### src/rtl/alm_pkg.sv
// alm_pkg: shared widths, command and status codes, constants and the cell control word
// for the array list block; no dependencies
package alm_pkg;

    localparam int DEPTH  = 16;
    localparam int CMD_W  = 2;
    localparam int VAL_W  = 32;
    localparam int POS_W  = 5;
    localparam int STAT_W = 2;
    localparam int SCAN_W = 16;
    localparam int SCAN_IW = $clog2(SCAN_W);

    localparam logic [CMD_W-1:0] CMD_INSERT   = 2'd0;
    localparam logic [CMD_W-1:0] CMD_DELETE   = 2'd1;
    localparam logic [CMD_W-1:0] CMD_LOCATE   = 2'd2;
    localparam logic [CMD_W-1:0] CMD_RETRIEVE = 2'd3;

    localparam logic [STAT_W-1:0] ST_OK    = 2'd0;
    localparam logic [STAT_W-1:0] ST_FULL  = 2'd1;
    localparam logic [STAT_W-1:0] ST_RANGE = 2'd2;

    localparam logic signed [VAL_W-1:0] BAD_READ = -32'sd10000000;

    typedef struct packed {
        logic                    acc;
        logic                    ins;
        logic                    del;
        logic                    loc;
        logic [POS_W-1:0]        pos;
        logic signed [VAL_W-1:0] val;
    } t_cell_ctrl;

endpackage

### src/rtl/alm_cell.sv
// alm_cell: one list entry of the cell chain, shifts with its neighbours and compares
// for locate; depends on alm_pkg
module alm_cell #(
    parameter int DEPTH = alm_pkg::DEPTH
) (
    input  logic                            i_clk,
    input  alm_pkg::t_cell_ctrl             i_ctrl,
    input  logic [$clog2(DEPTH)-1:0]        i_idx,
    input  logic [$clog2(DEPTH+1)-1:0]      i_count,
    input  logic signed [alm_pkg::VAL_W-1:0] i_left,
    input  logic signed [alm_pkg::VAL_W-1:0] i_right,
    output logic signed [alm_pkg::VAL_W-1:0] o_value,
    output logic                            o_hit
);

    localparam int CW   = $clog2(DEPTH+1);
    localparam int CMPW = (CW > alm_pkg::POS_W) ? CW : alm_pkg::POS_W;

    logic signed [alm_pkg::VAL_W-1:0] r_value;
    logic signed [alm_pkg::VAL_W-1:0] n_value;
    logic                             r_hit;
    logic                             n_hit;
    logic [CMPW-1:0]                  w_idx;
    logic [CMPW-1:0]                  w_pos;
    logic [CMPW-1:0]                  w_cnt;

    assign w_idx = CMPW'(i_idx);
    assign w_pos = CMPW'(i_ctrl.pos);
    assign w_cnt = CMPW'(i_count);

    always_comb begin
        n_value = r_value;
        if (i_ctrl.ins) begin
            if (w_idx == w_pos) begin
                n_value = i_ctrl.val;
            end else if (w_idx > w_pos && w_idx <= w_cnt) begin
                n_value = i_left;
            end
        end else if (i_ctrl.del) begin
            if (w_idx >= w_pos && (w_idx + CMPW'(1)) < w_cnt) begin
                n_value = i_right;
            end
        end
    end

    assign n_hit = i_ctrl.loc && (w_idx < w_cnt) && (r_value == i_ctrl.val);

    always_ff @(posedge i_clk) begin
        r_value <= n_value;
        if (i_ctrl.acc) begin
            r_hit <= n_hit;
        end
    end

    assign o_value = r_value;
    assign o_hit   = r_hit;

endmodule

### src/rtl/array_list_insert_delete_locate.sv
// array_list_insert_delete_locate: ordered list in a chain of alm_cell entries with a
// stored length, group scanner for locate and an output register; depends on alm_pkg
// sequence: an accepted command updates the cell chain and the state register, and its result
// then loads the output register in S_RES; locate scans one 16-entry group of match bits per cycle
// flow: a single command in flight; a new command is taken only after the last result has loaded
// the output register, which the group scan and i_stall can hold off
// reset: synchronous active low, clears length, control and output valid; entries undefined
module array_list_insert_delete_locate #(
    parameter int DEPTH = alm_pkg::DEPTH
) (
    input  logic                              i_clk,
    input  logic                              i_rst_n,
    input  logic                              i_valid,
    output logic                              o_stall,
    input  logic [alm_pkg::CMD_W-1:0]         i_cmd,
    input  logic signed [alm_pkg::VAL_W-1:0]  i_value,
    input  logic [alm_pkg::POS_W-1:0]         i_position,
    output logic                              o_valid,
    input  logic                              i_stall,
    output logic [alm_pkg::STAT_W-1:0]        o_status,
    output logic [alm_pkg::POS_W-1:0]         o_found_position,
    output logic signed [alm_pkg::VAL_W-1:0]  o_read_value,
    output logic [alm_pkg::POS_W-1:0]         o_length
);

    localparam int IW   = $clog2(DEPTH);
    localparam int CW   = $clog2(DEPTH+1);
    localparam int CMPW = (CW > alm_pkg::POS_W) ? CW : alm_pkg::POS_W;
    localparam int NGRP = (DEPTH + alm_pkg::SCAN_W - 1) / alm_pkg::SCAN_W;
    localparam int GW   = (NGRP > 1) ? $clog2(NGRP) : 1;
    localparam int HW   = NGRP * alm_pkg::SCAN_W;
    localparam int SW   = GW + alm_pkg::SCAN_IW;

    localparam logic S_IDLE = 1'b0;
    localparam logic S_RES  = 1'b1;

    logic                             r_state;
    logic                             n_state;
    logic [CW-1:0]                    r_count;
    logic [CW-1:0]                    n_count;
    logic [alm_pkg::CMD_W-1:0]        r_cmd;
    logic [alm_pkg::POS_W-1:0]        r_pos;
    logic [alm_pkg::STAT_W-1:0]       r_stat;
    logic [alm_pkg::STAT_W-1:0]       n_stat;
    logic [GW-1:0]                    r_grp;
    logic                             r_out_valid;
    logic [alm_pkg::STAT_W-1:0]       r_out_status;
    logic [alm_pkg::POS_W-1:0]        r_out_found;
    logic signed [alm_pkg::VAL_W-1:0] r_out_read;
    logic [alm_pkg::POS_W-1:0]        r_out_length;

    logic                             w_accept;
    logic                             w_full;
    logic                             w_ins_ok;
    logic                             w_del_ok;
    logic [CMPW-1:0]                  w_pos_e;
    logic [CMPW-1:0]                  w_cnt_e;
    alm_pkg::t_cell_ctrl              w_ctrl;
    logic signed [alm_pkg::VAL_W-1:0] w_value [DEPTH];
    logic [DEPTH-1:0]                 w_hit;
    logic [HW-1:0]                    w_hit_pad;
    logic [alm_pkg::SCAN_W-1:0]       w_grp_hits;
    logic [alm_pkg::SCAN_IW-1:0]      w_enc;
    logic                             w_any;
    logic                             w_last_grp;
    logic                             w_ready;
    logic                             w_load;
    logic [SW-1:0]                    w_found_full;
    logic [alm_pkg::POS_W-1:0]        w_found;
    logic signed [alm_pkg::VAL_W-1:0] w_read;
    logic [CMPW-1:0]                  w_rpos_e;
    logic [IW-1:0]                    w_rd_idx;

    // input side
    assign o_stall  = (r_state != S_IDLE);
    assign w_accept = i_valid && (r_state == S_IDLE);
    assign w_pos_e  = CMPW'(i_position);
    assign w_cnt_e  = CMPW'(r_count);
    assign w_full   = (w_cnt_e >= CMPW'(DEPTH));
    assign w_ins_ok = (i_cmd == alm_pkg::CMD_INSERT) && !w_full && (w_pos_e <= w_cnt_e);
    assign w_del_ok = (i_cmd == alm_pkg::CMD_DELETE) && (w_pos_e < w_cnt_e);

    always_comb begin
        n_stat = alm_pkg::ST_OK;
        unique case (i_cmd)
            alm_pkg::CMD_INSERT: begin
                if (w_full) begin
                    n_stat = alm_pkg::ST_FULL;
                end else if (w_pos_e > w_cnt_e) begin
                    n_stat = alm_pkg::ST_RANGE;
                end
            end
            alm_pkg::CMD_DELETE, alm_pkg::CMD_RETRIEVE: begin
                if (w_pos_e >= w_cnt_e) begin
                    n_stat = alm_pkg::ST_RANGE;
                end
            end
            default: begin
                n_stat = alm_pkg::ST_OK;
            end
        endcase
    end

    always_comb begin
        n_count = r_count;
        if (w_accept && w_ins_ok) begin
            n_count = r_count + CW'(1);
        end else if (w_accept && w_del_ok) begin
            n_count = r_count - CW'(1);
        end
    end

    always_comb begin
        w_ctrl.acc = w_accept;
        w_ctrl.ins = w_accept && w_ins_ok;
        w_ctrl.del = w_accept && w_del_ok;
        w_ctrl.loc = w_accept && (i_cmd == alm_pkg::CMD_LOCATE);
        w_ctrl.pos = i_position;
        w_ctrl.val = i_value;
    end

    // cell chain
    genvar gi;
    generate
        for (gi = 0; gi < DEPTH; gi++) begin : g_cell
            logic signed [alm_pkg::VAL_W-1:0] w_left;
            logic signed [alm_pkg::VAL_W-1:0] w_right;
            if (gi == 0) begin : g_first
                assign w_left = '0;
            end else begin : g_mid
                assign w_left = w_value[gi-1];
            end
            if (gi == DEPTH-1) begin : g_last
                assign w_right = '0;
            end else begin : g_inner
                assign w_right = w_value[gi+1];
            end
            alm_cell #(
                .DEPTH (DEPTH)
            ) u_cell (
                .i_clk   (i_clk),
                .i_ctrl  (w_ctrl),
                .i_idx   (IW'(gi)),
                .i_count (r_count),
                .i_left  (w_left),
                .i_right (w_right),
                .o_value (w_value[gi]),
                .o_hit   (w_hit[gi])
            );
        end
        for (gi = 0; gi < HW; gi++) begin : g_pad
            if (gi < DEPTH) begin : g_real
                assign w_hit_pad[gi] = w_hit[gi];
            end else begin : g_zero
                assign w_hit_pad[gi] = 1'b0;
            end
        end
    endgenerate

    // locate scan, one group a cycle
    assign w_grp_hits = w_hit_pad[r_grp*alm_pkg::SCAN_W +: alm_pkg::SCAN_W];

    always_comb begin
        w_enc = '0;
        for (int k = alm_pkg::SCAN_W - 1; k >= 0; k--) begin
            if (w_grp_hits[k]) begin
                w_enc = alm_pkg::SCAN_IW'(k);
            end
        end
    end

    assign w_any        = |w_grp_hits;
    assign w_last_grp   = (r_grp == GW'(NGRP - 1));
    assign w_found_full = {r_grp, w_enc};
    assign w_ready      = (r_cmd != alm_pkg::CMD_LOCATE) || w_any || w_last_grp;
    assign w_load       = (r_state == S_RES) && w_ready && (!r_out_valid || !i_stall);

    always_comb begin
        w_found = '0;
        if (r_cmd == alm_pkg::CMD_LOCATE) begin
            w_found = w_any ? alm_pkg::POS_W'(w_found_full) : alm_pkg::POS_W'(r_count);
        end
    end

    // retrieve read
    assign w_rpos_e = CMPW'(r_pos);
    assign w_rd_idx = w_rpos_e[IW-1:0];

    always_comb begin
        w_read = '0;
        if (r_cmd == alm_pkg::CMD_RETRIEVE) begin
            w_read = (r_stat == alm_pkg::ST_RANGE) ? alm_pkg::BAD_READ : w_value[w_rd_idx];
        end
    end

    always_comb begin
        n_state = r_state;
        unique case (r_state)
            S_IDLE: begin
                if (w_accept) begin
                    n_state = S_RES;
                end
            end
            S_RES: begin
                if (w_load) begin
                    n_state = S_IDLE;
                end
            end
            default: begin
                n_state = S_IDLE;
            end
        endcase
    end

    always_ff @(posedge i_clk) begin
        if (!i_rst_n) begin
            r_state     <= S_IDLE;
            r_count     <= '0;
            r_grp       <= '0;
            r_out_valid <= 1'b0;
        end else begin
            r_state <= n_state;
            r_count <= n_count;
            if (w_accept) begin
                r_grp <= '0;
            end else if (r_state == S_RES && !w_ready) begin
                r_grp <= r_grp + GW'(1);
            end
            if (w_load) begin
                r_out_valid <= 1'b1;
            end else if (!i_stall) begin
                r_out_valid <= 1'b0;
            end
        end
    end

    always_ff @(posedge i_clk) begin
        if (w_accept) begin
            r_cmd  <= i_cmd;
            r_pos  <= i_position;
            r_stat <= n_stat;
        end
        if (w_load) begin
            r_out_status <= r_stat;
            r_out_found  <= w_found;
            r_out_read   <= w_read;
            r_out_length <= alm_pkg::POS_W'(r_count);
        end
    end

    assign o_valid          = r_out_valid;
    assign o_status         = r_out_status;
    assign o_found_position = r_out_found;
    assign o_read_value     = r_out_read;
    assign o_length         = r_out_length;

endmodule
### config.mk
export PLATFORM = sky130hd
export DESIGN_NAME = array_list_insert_delete_locate
export DESIGN_NICKNAME = d
export VERILOG_FILES = /design/src/rtl/alm_pkg.sv /design/src/rtl/alm_cell.sv /design/src/rtl/array_list_insert_delete_locate.sv
export SDC_FILE = /design/constraint.sdc
export NUM_CORES = 2
export LEC_CHECK = 0
export ABC_AREA = 1
export BUFFER_PORTS_ARGS = -buffer_cell sky130_fd_sc_hd__buf_4
export CAP_MARGIN = 30
export CELL_PAD_IN_SITES_DETAIL_PLACEMENT = 0
export CELL_PAD_IN_SITES_GLOBAL_PLACEMENT = 1
export CORE_MARGIN = 1
export CORE_UTILIZATION = 43
export DETAILED_ROUTE_END_ITERATION = 7
export HOLD_SLACK_MARGIN = 0.03
export MAX_ROUTING_LAYER = met4
export PLACE_DENSITY = 0.87
export SETUP_SLACK_MARGIN = 0.2
export SYNTH_ARGS = -nofsm -noshare
export SYNTH_HDL_FRONTEND = slang
export SYNTH_HIERARCHICAL = 1
export SYNTH_SLANG_ARGS = --single-unit
### constraint.sdc
create_clock -name i_clk -period 6.71 [get_ports i_clk]
set_input_delay 2.013 -clock i_clk [delete_from_list [all_inputs] [get_ports i_clk]]
set_output_delay 2.013 -clock i_clk [all_outputs]
set_load 0.05 [all_outputs]
### Word level (Yosys, flattened, before mapping)

Index checks and enable logic that the tools add are counted.
W data, S select, Z words.

| storage, ports and cells | value |
|---|---|
| memories | 0 |
| word-level logic and storage cells | 411 |
| latch bits | 0 |
| memory bits (read-only) | 0 |
| bits in registers | 588 |
| bits in writable memories | 0 |
| input port bits | 43 |

| operators by class | value |
|---|---|
| mux-type cells | 112 |
| magnitude comparators | 71 |
| reduce and logical (&&, ||, !) cells | 120 |
| shift operators | 1 |
| equality and inequality tests | 55 |
| divide/modulo/power cells | 0 |
| add/sub/neg operators | 3 |
| bitwise logic cells | 5 |
| $mul | 0 |

Operators by type and width:

| cell | number |
|---|---|
| $mux W32 | 83 |
| $eq A32 B32 Y1 | 16 |
| $bmux W32 S4 | 1 |
| $logic_and A1 B1 Y1 | 74 |
| $mux W4 | 16 |
| $reduce_and A3 Y1 | 16 |
| $ne A3 B1 Y1 const B | 15 |
| $eq A4 B5 Y1 const A | 8 |
| $ge A4 B5 Y1 const A | 8 |
| $gt A4 B5 Y1 const A | 8 |
| $le A4 B5 Y1 const A | 8 |
| $lt A4 B5 Y1 const A | 8 |
| $reduce_bool A2 Y1 | 17 |
| $eq A3 B5 Y1 const A | 4 |
| $ge A3 B5 Y1 const A | 4 |
| $gt A3 B5 Y1 const A | 4 |
| $le A3 B5 Y1 const A | 4 |
| $lt A3 B5 Y1 const A | 4 |
| $reduce_or A16 Y1 | 1 |
| $shiftx A16 B6 Y16 | 1 |
| $mux W5 | 3 |
| $eq A2 B2 Y1 const B | 5 |
| $eq A2 B5 Y1 const A | 2 |
| $ge A1 B5 Y1 const A | 2 |
| 32 further kinds | 55 |

### Longest topological paths before layout

| depth | value |
|---|---|
| word-level depth | 18 |
| gate-level depth with buffers | 17 |
| depth with buffers taken out | 17 |

### Cells and area by module

The synthesis kept the hierarchy.

Modules (own cells, without submodules):

| module | area an instance (um^2) | seq. area each (um^2) | cells an instance | instances |
|---|---|---|---|---|
| alm_cell (g_cell[0].u_cell ...) | 2568.7 | 991.0 | 357 | 8 |
| alm_cell (g_cell[3].u_cell ...) | 2568.7 | 991.0 | 359 | 7 |
| array_list_insert_delete_locate | 7020.5 | 1721.7 | 1094 | 1 |
| alm_cell (g_cell[13].u_cell) | 2572.5 | 991.0 | 356 | 1 |

### Worst setup path before layout

Ideal clock, no wire load.

| path | value |
|---|---|
| path type | input-to-reg |
| from | input i_valid |
| to | register g_cell[13].u_cell.r_value, in the netlist g_cell[13].u_cell/o_value[0], enable pin |
| data required time | 6.278 ns |
| path buffers | 2 |
| path slack | -0.146 ns |
| arrival time | 6.424 ns |
| stages on the path | 8 |
| setup time | 0.432 ns |
| path through | inv_1 nor2_1 nand3_2 inv_1 buf_2 buf_2 nand2_1 a21oi_1 |

RTL lines:

| item | RTL line | RTL |
|---|---|---|
| start, declared | array_list_insert_delete_locate.sv:13 | `input logic i_valid,` |
| end signal, assigned | alm_cell.sv:49 | `r_value <= n_value;` |
| end, declared | alm_cell.sv:19 | `logic signed [alm_pkg::VAL_W-1:0] r_value;` |

==> run metrics <==
CP startpoint kind input port; number of DRC violations after detailed routing 0; post-route ant nets 0; # rows 122; post-route clock skew 35.7 ps; horizontal die dimension 337 µm; part of the Yosys area used for sequential elements 36.5%; Clock Pin Slew Worst Setup and Hold Paths 70 ps; Die Outline Area 0.113 mm²; number of buffers inserted to repair setup after CTS 0; Max FO, Critical Path 18; Boundary Pins 89; final-stage net count 7315; synthesis-to-finish area growth 10.4%; vias in the first global route 42700; total clock sinks 588; synth top area cells sky130_fd_sc_hd__edfxtp_1 (36%), sky130_fd_sc_hd__nand2_1 (15%), sky130_fd_sc_hd__nor2_1 (9.4%); pin count of the biggest net entering global routing 225; transition time of the tightest slew-check pin 1040 ps; endpoint class of the critical path register; count of cell types in the netlist 44; CTS tree yes; area share of the largest cell type after synthesis 36.2%; TritonCTS Buffers 75; final worst path period need 4820 ps; data required time of the critical path 7070 ps; initial antenna violation count 16; critical path class in -> reg; Placeable Area 0.111 mm²; ys async rst share 0%; worst-skew pair later-pin latency 670 ps; fraction of the mapped netlist area in simple logic gates 28.2%; unrepaired setup endpoints after global routing false; share of cells above drive strength 1 4.79%; sequential power share 41.1%; detailed router's first-iteration violation count 5771; mux share of post-synthesis cell area 0%; hold buffer count at cts 0; Gates resized, CTS repair 0; worst-case headroom to the max-slew limit 30.4%; largest buffer count on any clock path 3; Cells after Synth 6819; remaining global-route overflow 0; most instantiated cells after synthesis sky130_fd_sc_hd__nand2_1 (1962), sky130_fd_sc_hd__nor2_1 (1209), sky130_fd_sc_hd__inv_1 (746), sky130_fd_sc_hd__edfxtp_1 (580), sky130_fd_sc_hd__a31oi_1 (513); wire length reported by the detailed router 176 mm; XOR/XNOR Fraction of Synth Area 4.00%; internal power consumption 7030 µW; Seq cells post-synth 588; Post-Synthesis Mean Instance Area 7.06 µm²; number of vias per cell after detailed routing 5.51; Leak 0.0236 µW; final cycle utilization of the critical path 71.8%; hold crit path type reg -> reg; final setup violation count 0; pins over their slew limit 0; root buffer selected by CTS sky130_fd_sc_hd__clkbuf_16; combined global-route utilization of all metal layers 31.3%; Detailed Place HPWL 125 mm; switching component of the power 3070 µW; average wire per standard cell 20.5 µm; vertical extent of the die 337 µm; core utilization of the finished layout 47.9%; detailed-router iteration count before antenna repair 6; Post-synth EDFFs 580; share of the synthesized area in compound gates (AO/OA/AOI/OAI) 15.1%; GPL Wtd Cong 0.920; arrival time reported for the critical path endpoint 5180 ps; via total after detailed routing 47400; Cell Pwr Density 190 mW/mm²; switching portion of total power 30.4%; part of the power in combinational logic 17.7%; number of hold violations in the final report 0; cell type with the largest total area after synthesis sky130_fd_sc_hd__edfxtp_1; most used standard cell by instance count after synthesis sky130_fd_sc_hd__nand2_1; Initial Utilization 43.4%; Setup Total Neg Slack 0 ps; number of port buffers 88; maximum achievable frequency 0.208 GHz; number of max-cap violations 0; largest voltage drop on the vdd net 0.196 mV; H-tree levels 3; number of warnings printed during yosys synthesis 6; post-synthesis instance area 0.0481 mm²; part of the total power dissipated in the clock network 41.2%; status complete, no violations; adder-cell share of the synthesized area 6.07%; dominant combinational cell family by area after synthesis simple AND/OR/NAND/NOR gates; dominant register cell in the synthesized netlist sky130_fd_sc_hd__edfxtp_1; wire length of the first global-routing pass 263 mm
-- cell type report --
cell class | count | area (µm²)
fill | 11200 | 57700
clock buffer | 92 | 2000
multi-input combinational | 5434 | 27100
clock inverter | 41 | 429
timing repair buffer | 143 | 1160
sequential | 588 | 17600
inverter | 797 | 3030
tap | 1488 | 1860
antenna | 8 | 20.0
-- layout by cell type (no fill, tap or decap), drive strengths merged, types with 92 or more instances in the layout --
master  netlist  routed
a31oi       513     513
buf         177     143
clkbuf      141      92
conb          2     320
edfxtp      580     580
ha          232     232
inv         764     766
nand2      1978    1978
nand3       182     182
nor2       1225    1225
o21ai       411     411
o221ai      110     110
xor2        154     154
-- cell families (layout without fill, tap and decap cells) --
logic type      after synthesis  count (layout)
other cells                   2             328
fa+ha+maj                   233             233
compound gates             1203            1203
flops                       588             588
simple gates               3458            3458
buf+inv                    1115            1073
xor+xnor                    220             220
-- power groups by stage --
stage               logic [µW]  clock network (µW)  registers (µW)
finish                    1790                4160            4150
global route              1970                4320            4160
CTS                       1740                4200            4150
detailed placement        1730                   0            4230
global placement          1700                   0            4230
floorplan                 1070                   0            4280
-- per-layer routing --
| metal | wire length, µm | global-route usage (%) | vias to the layer above |
|---|---|---|---|
| met5 | 0 | - | - |
| met4 | 9690 | 15.8 | 0 |
| met3 | 15200 | 3.31 | 409 |
| met2 | 80000 | 48.8 | 2433 |
| met1 | 71400 | 40.5 | 21800 |
| li1 | - | - | 22700 |
-- per-stage QoR --
stage / hold slack, ps / std cells / setup WS [ps] / area [µm²] / power (µW)
global placement: 468 / 8450 / 1260 / 50700 / 5930
detailed placement: 460 / 8450 / 1260 / 50700 / 5960
global route: 479 / 8590 / 1660 / 53100 / 10400
finish: 456 / 8591 / 1890 / 53100 / 10100
CTS: 455 / 8583 / 1930 / 53100 / 10100
floorplan: 426 / 7137 / 485 / 49400 / 5360
-- registers in the layout, summed over array words and instances, names as in the netlist --
register and count:
g_cell.u_cell/o_hit 16, g_cell.u_cell/o_value 512, o_found_position 5, o_length 5
o_read_value 32, o_stall 1, o_status 2, o_valid 1
r_cmd 2, r_count 5, r_grp 1, r_pos 4
r_stat 2
-- worst paths after layout --
path | start | end | slack (ps) | cells after the start
worst min register to register | r_stat[1] | o_status[1] | 460 | 0
worst max-delay path | i_position[1] | g_cell[2].u_cell/o_value[22] | 1890 | 14
worst max register to register | r_count[4] | g_cell[2].u_cell/o_value[22] | 2420 | 13
worst min-delay path | r_stat[1] | o_status[1] | 460 | 0
-- worst max-delay path, stage by stage --
cell and delay [ps]:
sky130_fd_sc_hd__buf_4 250, sky130_fd_sc_hd__ha_1 280, sky130_fd_sc_hd__nand2_1 60, sky130_fd_sc_hd__nor2_1 50, sky130_fd_sc_hd__nand2_1 50, sky130_fd_sc_hd__nand3_1 160
sky130_fd_sc_hd__inv_1 120, sky130_fd_sc_hd__nand4_1 120, sky130_fd_sc_hd__inv_1 650, sky130_fd_sc_hd__inv_1 120, sky130_fd_sc_hd__a211oi_1 240, sky130_fd_sc_hd__a21oi_1 150
sky130_fd_sc_hd__nor2_4 550, sky130_fd_sc_hd__buf_4 310
No activity file was read; power rests on OpenSTA's default activity.
